## config.mk

```make
export PLATFORM = sky130hd
export DESIGN_NAME = tape_image_record_deframer
export DESIGN_NICKNAME = d
export VERILOG_FILES = /design/src/hw/rtl/tird_pkg.sv /design/src/hw/rtl/tird_in_reg.sv /design/src/hw/rtl/tird_core.sv /design/src/hw/rtl/tird_out_reg.sv /design/src/hw/rtl/tape_image_record_deframer.sv
export SDC_FILE = /design/constraint.sdc
export NUM_CORES = 1
export LEC_CHECK = 0
export ABC_CLOCK_PERIOD_IN_PS = 9200
export BUFFER_PORTS_ARGS = -buffer_cell sky130_fd_sc_hd__buf_2
export CAP_MARGIN = 20
export CELL_PAD_IN_SITES_DETAIL_PLACEMENT = 0
export CELL_PAD_IN_SITES_GLOBAL_PLACEMENT = 2
export CORE_MARGIN = 2
export CORE_UTILIZATION = 40
export DETAILED_ROUTE_END_ITERATION = 12
export GPL_ROUTABILITY_DRIVEN = 0
export PLACE_DENSITY = 0.9
export SYNTH_ARGS = -nofsm -noshare
export SYNTH_HDL_FRONTEND = slang
export SYNTH_SLANG_ARGS = --single-unit
```

## constraint.sdc

```tcl
create_clock -name aclk -period 9.2 [get_ports aclk]
set_input_delay 1.84 -clock aclk [delete_from_list [all_inputs] [get_ports aclk]]
set_output_delay 1.84 -clock aclk [all_outputs]
set_load 0.005 [all_outputs]
```

## src/hw/rtl/tird_pkg.sv

```systemverilog
// ----------------------------------------------------------------------------
// Tape image record deframer package
// Shared widths, event codes and the item and result types.
// ----------------------------------------------------------------------------
package tird_pkg;

    localparam int LEN_W  = 21;
    localparam int FILE_W = 16;
    localparam int HDR_W  = 32;

    localparam logic [LEN_W-1:0] RECORD_LIMIT = 21'h100000;
    localparam logic [LEN_W-1:0] MAX_LEN_RESET = 21'h100000;
    localparam logic [LEN_W-1:0] LEN_SAT = {LEN_W{1'b1}};
    localparam logic [HDR_W-1:0] LEN_EOM = 32'hFFFF_FFFF;
    localparam logic [HDR_W-1:0] LEN_MARK = 32'h0000_0000;

    typedef enum logic [2:0] {
        EV_PAYLOAD   = 3'd0,
        EV_RECORD_OK = 3'd1,
        EV_MARK      = 3'd2,
        EV_EOM       = 3'd3,
        EV_CLEAN_END = 3'd4,
        EV_TOO_LONG  = 3'd5,
        EV_TRUNCATED = 3'd6,
        EV_MISMATCH  = 3'd7
    } event_kind_t;

    typedef struct packed {
        logic       mode;
        logic [7:0] image_byte;
    } item_t;

    typedef struct packed {
        event_kind_t       event_kind;
        logic [7:0]        payload_byte;
        logic              last_of_record;
        logic [LEN_W-1:0]  record_length;
        logic [FILE_W-1:0] file_index;
        logic              file_open;
        logic              mixed_lengths;
    } result_t;

endpackage

```

## src/hw/rtl/tird_in_reg.sv

```systemverilog
// ----------------------------------------------------------------------------
// Input register
// Holds one accepted beat and frees itself in the cycle it is consumed.
// ----------------------------------------------------------------------------
module tird_in_reg (
    input  logic            aclk,
    input  logic            aresetn,
    input  logic            s_valid,
    output logic            s_ready,
    input  tird_pkg::item_t s_item,
    input  logic            take,
    output logic            item_valid,
    output tird_pkg::item_t item
);

    logic            valid_reg;
    logic            valid_next;
    tird_pkg::item_t item_reg;

    assign s_ready    = !valid_reg || take;
    assign valid_next = (s_valid && s_ready) || (valid_reg && !take);
    assign item_valid = valid_reg;
    assign item       = item_reg;

    always_ff @(posedge aclk) begin
        if (!aresetn) begin
            valid_reg <= 1'b0;
        end else begin
            valid_reg <= valid_next;
        end
        if (s_valid && s_ready) begin
            item_reg <= s_item;
        end
    end

endmodule

```

## src/hw/rtl/tird_core.sv

```systemverilog
// ----------------------------------------------------------------------------
// Deframer core
// Holds the framing state and turns one item into at most one result.
// ----------------------------------------------------------------------------
module tird_core (
    input  logic                         aclk,
    input  logic                         aresetn,
    input  logic                         cfg_write,
    input  logic [tird_pkg::LEN_W-1:0]   cfg_data,
    input  logic                         go,
    input  tird_pkg::item_t              item,
    output logic                         res_valid,
    output tird_pkg::result_t            res
);

    typedef enum logic [2:0] {
        PH_HEADER,
        PH_PAYLOAD,
        PH_PAD,
        PH_TRAILER,
        PH_HALTED
    } phase_t;

    phase_t                        phase_reg, phase_next;
    logic [1:0]                    count_reg, count_next;
    logic [23:0]                   lead_reg, lead_next;
    logic [23:0]                   trail_reg, trail_next;
    logic [tird_pkg::LEN_W-1:0]    left_reg, left_next;
    logic [tird_pkg::LEN_W-1:0]    first_reg, first_next;
    logic                          have_first_reg, have_first_next;
    logic                          mixed_reg, mixed_next;
    logic [tird_pkg::FILE_W-1:0]   file_reg, file_next;
    logic                          open_reg, open_next;
    logic [tird_pkg::LEN_W-1:0]    max_len_reg;

    logic [tird_pkg::LEN_W-1:0]    limit;
    logic [tird_pkg::HDR_W-1:0]    lead_full;
    logic [tird_pkg::HDR_W-1:0]    trail_full;
    logic [tird_pkg::LEN_W-1:0]    left_dec;
    logic [tird_pkg::LEN_W-1:0]    lead_len;

    assign limit      = (max_len_reg > tird_pkg::RECORD_LIMIT) ? tird_pkg::RECORD_LIMIT
                                                               : max_len_reg;
    assign lead_full  = {item.image_byte, lead_reg};
    assign trail_full = {item.image_byte, trail_reg};
    assign left_dec   = left_reg - {{(tird_pkg::LEN_W-1){1'b0}}, 1'b1};
    assign lead_len   = lead_reg[tird_pkg::LEN_W-1:0];

    always_comb begin
        phase_next      = phase_reg;
        count_next      = count_reg;
        lead_next       = lead_reg;
        trail_next      = trail_reg;
        left_next       = left_reg;
        first_next      = first_reg;
        have_first_next = have_first_reg;
        mixed_next      = mixed_reg;
        file_next       = file_reg;
        open_next       = open_reg;
        res_valid       = 1'b0;
        res.event_kind     = tird_pkg::EV_PAYLOAD;
        res.payload_byte   = 8'd0;
        res.last_of_record = 1'b0;
        res.record_length  = '0;

        if (go && phase_reg != PH_HALTED) begin
            if (item.mode) begin
                phase_next = PH_HALTED;
                res_valid  = 1'b1;
                if (phase_reg == PH_HEADER) begin
                    res.event_kind = tird_pkg::EV_CLEAN_END;
                end else begin
                    res.event_kind    = tird_pkg::EV_TRUNCATED;
                    res.record_length = lead_len;
                end
            end else begin
                unique case (phase_reg)
                    PH_HEADER: begin
                        count_next = count_reg + 2'd1;
                        unique case (count_reg)
                            2'd0: lead_next = {16'd0, item.image_byte};
                            2'd1: lead_next[15:8] = item.image_byte;
                            2'd2: lead_next[23:16] = item.image_byte;
                            default: begin
                                lead_next = lead_full[23:0];
                                res_valid = 1'b1;
                                if (lead_full == tird_pkg::LEN_EOM) begin
                                    phase_next     = PH_HALTED;
                                    res.event_kind = tird_pkg::EV_EOM;
                                end else if (lead_full == tird_pkg::LEN_MARK) begin
                                    res.event_kind = tird_pkg::EV_MARK;
                                    if (open_reg) begin
                                        open_next = 1'b0;
                                        if (file_reg != {tird_pkg::FILE_W{1'b1}}) begin
                                            file_next = file_reg +
                                                {{(tird_pkg::FILE_W-1){1'b0}}, 1'b1};
                                        end
                                    end
                                end else if (lead_full >
                                             {{(tird_pkg::HDR_W-tird_pkg::LEN_W){1'b0}},
                                              limit}) begin
                                    phase_next     = PH_HALTED;
                                    res.event_kind = tird_pkg::EV_TOO_LONG;
                                    if (lead_full[tird_pkg::HDR_W-1:tird_pkg::LEN_W] != '0) begin
                                        res.record_length = tird_pkg::LEN_SAT;
                                    end else begin
                                        res.record_length = lead_full[tird_pkg::LEN_W-1:0];
                                    end
                                end else begin
                                    res_valid  = 1'b0;
                                    left_next  = lead_full[tird_pkg::LEN_W-1:0];
                                    phase_next = PH_PAYLOAD;
                                end
                            end
                        endcase
                    end
                    PH_PAYLOAD: begin
                        left_next          = left_dec;
                        res_valid          = 1'b1;
                        res.payload_byte   = item.image_byte;
                        res.last_of_record = (left_dec == '0);
                        res.record_length  = lead_len;
                        if (left_dec == '0) begin
                            phase_next = lead_reg[0] ? PH_PAD : PH_TRAILER;
                        end
                    end
                    PH_PAD: begin
                        phase_next = PH_TRAILER;
                    end
                    PH_TRAILER: begin
                        count_next = count_reg + 2'd1;
                        unique case (count_reg)
                            2'd0: trail_next = {16'd0, item.image_byte};
                            2'd1: trail_next[15:8] = item.image_byte;
                            2'd2: trail_next[23:16] = item.image_byte;
                            default: begin
                                res_valid         = 1'b1;
                                res.record_length = lead_len;
                                if (trail_full != {8'd0, lead_reg}) begin
                                    phase_next     = PH_HALTED;
                                    res.event_kind = tird_pkg::EV_MISMATCH;
                                end else begin
                                    res.event_kind = tird_pkg::EV_RECORD_OK;
                                    phase_next     = PH_HEADER;
                                    open_next      = 1'b1;
                                    if (!have_first_reg) begin
                                        first_next      = lead_len;
                                        have_first_next = 1'b1;
                                    end else if (lead_len != first_reg) begin
                                        mixed_next = 1'b1;
                                    end
                                end
                            end
                        endcase
                    end
                    default: begin
                        phase_next = PH_HALTED;
                    end
                endcase
            end
        end

        res.file_index    = file_next;
        res.file_open     = open_next;
        res.mixed_lengths = mixed_next;
    end

    always_ff @(posedge aclk) begin
        if (!aresetn) begin
            phase_reg      <= PH_HEADER;
            count_reg      <= 2'd0;
            lead_reg       <= '0;
            trail_reg      <= '0;
            left_reg       <= '0;
            first_reg      <= '0;
            have_first_reg <= 1'b0;
            mixed_reg      <= 1'b0;
            file_reg       <= '0;
            open_reg       <= 1'b0;
            max_len_reg    <= tird_pkg::MAX_LEN_RESET;
        end else begin
            phase_reg      <= phase_next;
            count_reg      <= count_next;
            lead_reg       <= lead_next;
            trail_reg      <= trail_next;
            left_reg       <= left_next;
            first_reg      <= first_next;
            have_first_reg <= have_first_next;
            mixed_reg      <= mixed_next;
            file_reg       <= file_next;
            open_reg       <= open_next;
            if (cfg_write) begin
                max_len_reg <= cfg_data;
            end
        end
    end

endmodule

```

## src/hw/rtl/tird_out_reg.sv

```systemverilog
// ----------------------------------------------------------------------------
// Result register
// Holds one result beat until the downstream side takes it.
// ----------------------------------------------------------------------------
module tird_out_reg (
    input  logic              aclk,
    input  logic              aresetn,
    input  logic              go,
    input  logic              res_valid,
    input  tird_pkg::result_t res,
    output logic              free,
    output logic              m_valid,
    input  logic              m_ready,
    output tird_pkg::result_t m_res
);

    logic              valid_reg;
    logic              valid_next;
    tird_pkg::result_t res_reg;

    assign free       = !valid_reg || m_ready;
    assign valid_next = free ? (go && res_valid) : valid_reg;
    assign m_valid    = valid_reg;
    assign m_res      = res_reg;

    always_ff @(posedge aclk) begin
        if (!aresetn) begin
            valid_reg <= 1'b0;
        end else begin
            valid_reg <= valid_next;
        end
        if (free && go && res_valid) begin
            res_reg <= res;
        end
    end

endmodule

```

## src/hw/rtl/tape_image_record_deframer.sv

```systemverilog
// ----------------------------------------------------------------------------
// Tape image record deframer
// Splits a byte stream of a tape image into records, marks and end events.
// ----------------------------------------------------------------------------
// The block takes one beat per clock cycle unless the output is stalled: the
// beat enters an input register, the framing state is updated and the result
// lands in the output register. Header bytes give a result only for a mark, end
// of medium or an oversized length; pad and non-final trailer bytes give none.
// After an error, end of medium or end of image the block ignores every beat
// until reset. The length limit may be written only while no beat is in flight.
module tape_image_record_deframer (
    input  logic        aclk,
    input  logic        aresetn,
    input  logic        s_tvalid,
    output logic        s_tready,
    input  logic [7:0]  s_tdata,  // image_byte[7:0]
    input  logic        s_tuser,  // mode
    output logic        m_tvalid,
    input  logic        m_tready,
    output logic [47:0] m_tdata,  // payload_byte[7:0], record_length[28:8],
                                  // file_index[44:29], file_open[45],
                                  // mixed_lengths[46], zero[47]
    output logic [2:0]  m_tuser,  // event_kind
    output logic        m_tlast,  // last_of_record
    input  logic        cfg_valid,
    output logic        cfg_ready,
    input  logic [20:0] cfg_data  // max_record_length
);

    tird_pkg::item_t   s_item;
    tird_pkg::item_t   item;
    tird_pkg::result_t res;
    tird_pkg::result_t m_res;
    logic              item_valid;
    logic              free;
    logic              go;
    logic              res_valid;

    assign s_item.mode       = s_tuser;
    assign s_item.image_byte = s_tdata;
    assign go                = item_valid && free;
    assign cfg_ready         = 1'b1;

    tird_in_reg u_in_reg (
        .aclk       (aclk),
        .aresetn    (aresetn),
        .s_valid    (s_tvalid),
        .s_ready    (s_tready),
        .s_item     (s_item),
        .take       (go),
        .item_valid (item_valid),
        .item       (item)
    );

    tird_core u_core (
        .aclk      (aclk),
        .aresetn   (aresetn),
        .cfg_write (cfg_valid),
        .cfg_data  (cfg_data),
        .go        (go),
        .item      (item),
        .res_valid (res_valid),
        .res       (res)
    );

    tird_out_reg u_out_reg (
        .aclk      (aclk),
        .aresetn   (aresetn),
        .go        (go),
        .res_valid (res_valid),
        .res       (res),
        .free      (free),
        .m_valid   (m_tvalid),
        .m_ready   (m_tready),
        .m_res     (m_res)
    );

    assign m_tuser = m_res.event_kind;
    assign m_tlast = m_res.last_of_record;
    assign m_tdata = {1'b0, m_res.mixed_lengths, m_res.file_open, m_res.file_index,
                      m_res.record_length, m_res.payload_byte};

endmodule

```

==> run_results.csv <==
group,metric,value,unit
sta,tightestPinTransition,911.9,ps
setup_path,r2r_slack,4840,ps
setup_path,setup.worst_path.start_class,"input port",
placed_design,placedInstanceArea,0.01026,mm2
synthesis,synth-edff-count,60,
final_layout,layout.cell_area.non_filler,0.01084,mm2
cts,tritoncts,"yes",
cts,ctsHtreeMaxLevel,4,
floorplan,core_area,0.02354,mm2
global_route,antenna_found_initial,0,
global_route,gr-max-usage-layer,"met2",
synthesis,synthFlopType,"dfxtp_1",
min_path,hp-class,"reg -> reg",
route,wire_per_inst,18.64,um
sta,rsz0062_at_grt,"no",
final_layout,largest_register_ff_count,51,
global_route,grtUsageTotal,20.45,%
floorplan,fp.dieH,159.3,um
route,first_pass_iters,7,
cts,cts-root-buf,"clkbuf_16",
final_layout,antennaDiodeCount,0,
cts,cts.sinks,197,
sta,final.setup_skew,14.49,ps
synthesis,synthesis.instances,1032,
route,dr.first_iter.drc_count,631,
setup_path,worst_setup_path_startpoint,"m_tready",
sta,hold_viol,0,
cts,clkLatencyLatePin,440,ps
sta,slew-limit-headroom,39.21,%
sta,finalMaxSlewViolations,0,
cts,clk_pin_slew,70,ps
floorplan,die-area,0.02538,mm2
sta,setup_violations,0,
synthesis,async_flop_share,0,%
placed_design,dp.final_hpwl,17280,um
synthesis,ys_ff_latch,197,
power,p_leak,4.271,nW
synthesis,synth.top_cell.area_share,28.42,%
placed_design,port_buffers,87,
global_route,grt.met2_usage,31.78,%
synthesis,synth.cell_area,0.009649,mm2
global_route,maximum_number_of_pins_on_one_net_before_global_route_repair,54,
global_route,grt_util_met1,29.90,%
synthesis,synth_top_family_by_area,"simple AND/OR/NAND/NOR gates",
route,antenna_left,0,
synthesis,synth_simple_gate_area_share,20.25,%
route,post_drt_via_cell_ratio,5.534,
synthesis,syn-num-nets,1095,
power,power.density,160.8,mW/mm2
floorplan,row_count,56,
synthesis,ys_types,67,
global_route,met3_usage,3.178,%
synthesis,synth_top_cell_by_area,"dfxtp_1",
global_route,first_global_vias,7092,
cts,postCtsSetupRepairBufs,0,
floorplan,start_util,40.99,%
final_layout,post_route_cells_drive_above_1_share,14.48,%
cts,cts.repair.resized,0,
setup_path,critPathCaptureType,"primary output",
cts,numCtsBuffers,17,
cts,cts-hold-fix-buffers,0,
sta,fmax,228.7,MHz
sta,fin_tns_setup,0,ps
synthesis,synth_compound_gate_area_share,14.46,%
synthesis,synth_mux_area_share,5.018,%
route,route.detailed.drc,0,
final_layout,layout-area-overhead-vs-synth,12.36,%
setup_path,worst_r2r_startpoint,"u_core.max_len_reg[8]",
job,max_cap_violations,0,
synthesis,synth.avg_cell_area,9.350,um2
route,wl,26020,um
setup_path,cpMaxStageDelayCell,"nor2b_1",
setup_path,worstPathMaxFanout,6,
setup_path,cp_cell_sequence,"buf_2 > nor2b_1 > nand2_1 > buf_2",
setup_path,worst_ep_arrival_time,2530,ps
setup_path,critical-path-max-stage-delay,330,ps
synthesis,yosys_warnings,0,
synthesis,post_synthesis_share_of_cell_area_spent_on_full_adders_half_adders_and_majority_gates,3.631,%
synthesis,fraction_of_the_yosys_area_taken_by_sequential_cells,47.10,%
cts,buffers_from_clock_root_to_sink_at_most,2,
global_route,grt_pass1_wl,41000,um
synthesis,synthXorXnorAreaFrac,5.265,%
setup_path,critical_path.most_common_cell,"buf_2",
sta,timing.final.crit_share,47.53,%
sta,finalWorstPathRequiredPeriod,4373,ps
power,worst_vdd_ir,0.1042,mV
setup_path,crit_required,7360,ps
run_status,result_of_the_run,"finished clean",
min_path,hold_start,"u_core.trail_reg[6]",
global_route,grt-ovfl-total,0,
route,route.vias.total,7726,
final_layout,finish.net_count,1127,
floorplan,number_of_top_level_pins,90,
synthesis,netlist_top_cells_area,"dfxtp_1 (28%), edfxtp_1 (19%), mux2i_1 (4.7%)",
setup_path,start_to_end_type_of_the_worst_setup_path,"in -> out",
floorplan,die_width,159.3,um
[worst paths after layout]
check,endpoint,cells past startpoint
worst min-delay path,u_core.trail_reg[6],2
worst min register to register,u_core.trail_reg[6],2
worst max register to register,u_out_reg.m_res[37],11
worst max-delay path,s_tready,4
[where the power goes]
group | internal (mW) | switching, mW | total (mW)
clock | 0.381 | 0.347 | 0.727
sequential | 0.908 | 0.0224 | 0.931
combinational | 0.0335 | 0.0524 | 0.0860
total | 1.32 | 0.422 | 1.74
[through the flow]
step / power [mW] / hold WS [ps] / utilization, % / cells / setup WS (ps)
final: 1.744 / 474.2 / 46.05 / 1396 / 4827
after global routing: 1.808 / 490.2 / 46.05 / 1396 / 4351
after global placement: 1.036 / 455.4 / 43.59 / 1363 / 4361
after CTS: 1.759 / 470.8 / 46.02 / 1395 / 4712
after detailed placement: 1.036 / 461.1 / 43.59 / 1363 / 4264
after floorplan: 1.003 / 447.8 / - / 1032 / 3843
[worst max-delay path, delay by kind of cell]
kind / cells / cell delay [ps]
simple gates: 2 / 450
buf+inv: 2 / 240
[final cells by class]
type | instances | area (um2)
multi-input cells | 736 | 4743
well taps | 319 | 399.1
flip-flops and latches | 197 | 4544
clock inverters | 15 | 147.6
inverters | 11 | 41.29
clock buffers | 17 | 425.4
fillers | 2336 | 12700
repair buffers | 101 | 540.5
[placed cells by master (no fill, tap or decap), drive strengths merged, types with 8 or more instances in the layout]
cell type	synthesis	final
o21a	8	8
xnor2	40	40
ha	28	28
a22oi	33	33
nand3	36	36
inv	11	17
edfxtp	60	60
nor2	106	106
nand2	101	101
mux2i	45	45
nor3	17	17
a21oi	49	49
a21boi	9	9
dfxtp	137	137
a21o	26	26
o21ai	32	32
buf	15	100
and2	26	26
nor4	30	30
clkbuf	73	18
nand4	29	29
and3	16	16
xor2	18	18
[cell families (layout without fill, tap and decap cells)]
family,count (synthesis),count (layout)
AND/OR/NAND/NOR,393,393
AO/OA/AOI/OAI,207,207
flip-flops,197,197
buffers and inverters,99,144
XOR/XNOR,58,58
multiplexers,48,48
adder cells (fa/ha/maj),28,28
other,2,2
[synthesized netlist by cell type (8+ instances only)]
library cell  number
a21oi_1           49
and3_1            16
nor3_1            16
nand4_1           29
a21boi_0           9
mux2i_1           45
a21o_1            26
nor2_1           106
nand3_1           36
ha_1              28
nor4_1            28
o21ai_0           27
and2_1            25
clkbuf_1          73
xor2_1            18
inv_1             11
xnor2_1           40
nand2_1          100
o21a_1             8
a22oi_1           33
dfxtp_1          137
edfxtp_1          60
[layer usage]
metal | share of wire, % | wire, um | vias up
met4 | 1.4 | 365 | 0
met2 | 45 | 11620 | 229
li1 | - | - | 3780
met5 | 0 | 0 | -
met3 | 5.7 | 1471 | 27
met1 | 48 | 12570 | 3690
No activity file was read; power rests on OpenSTA's default activity.
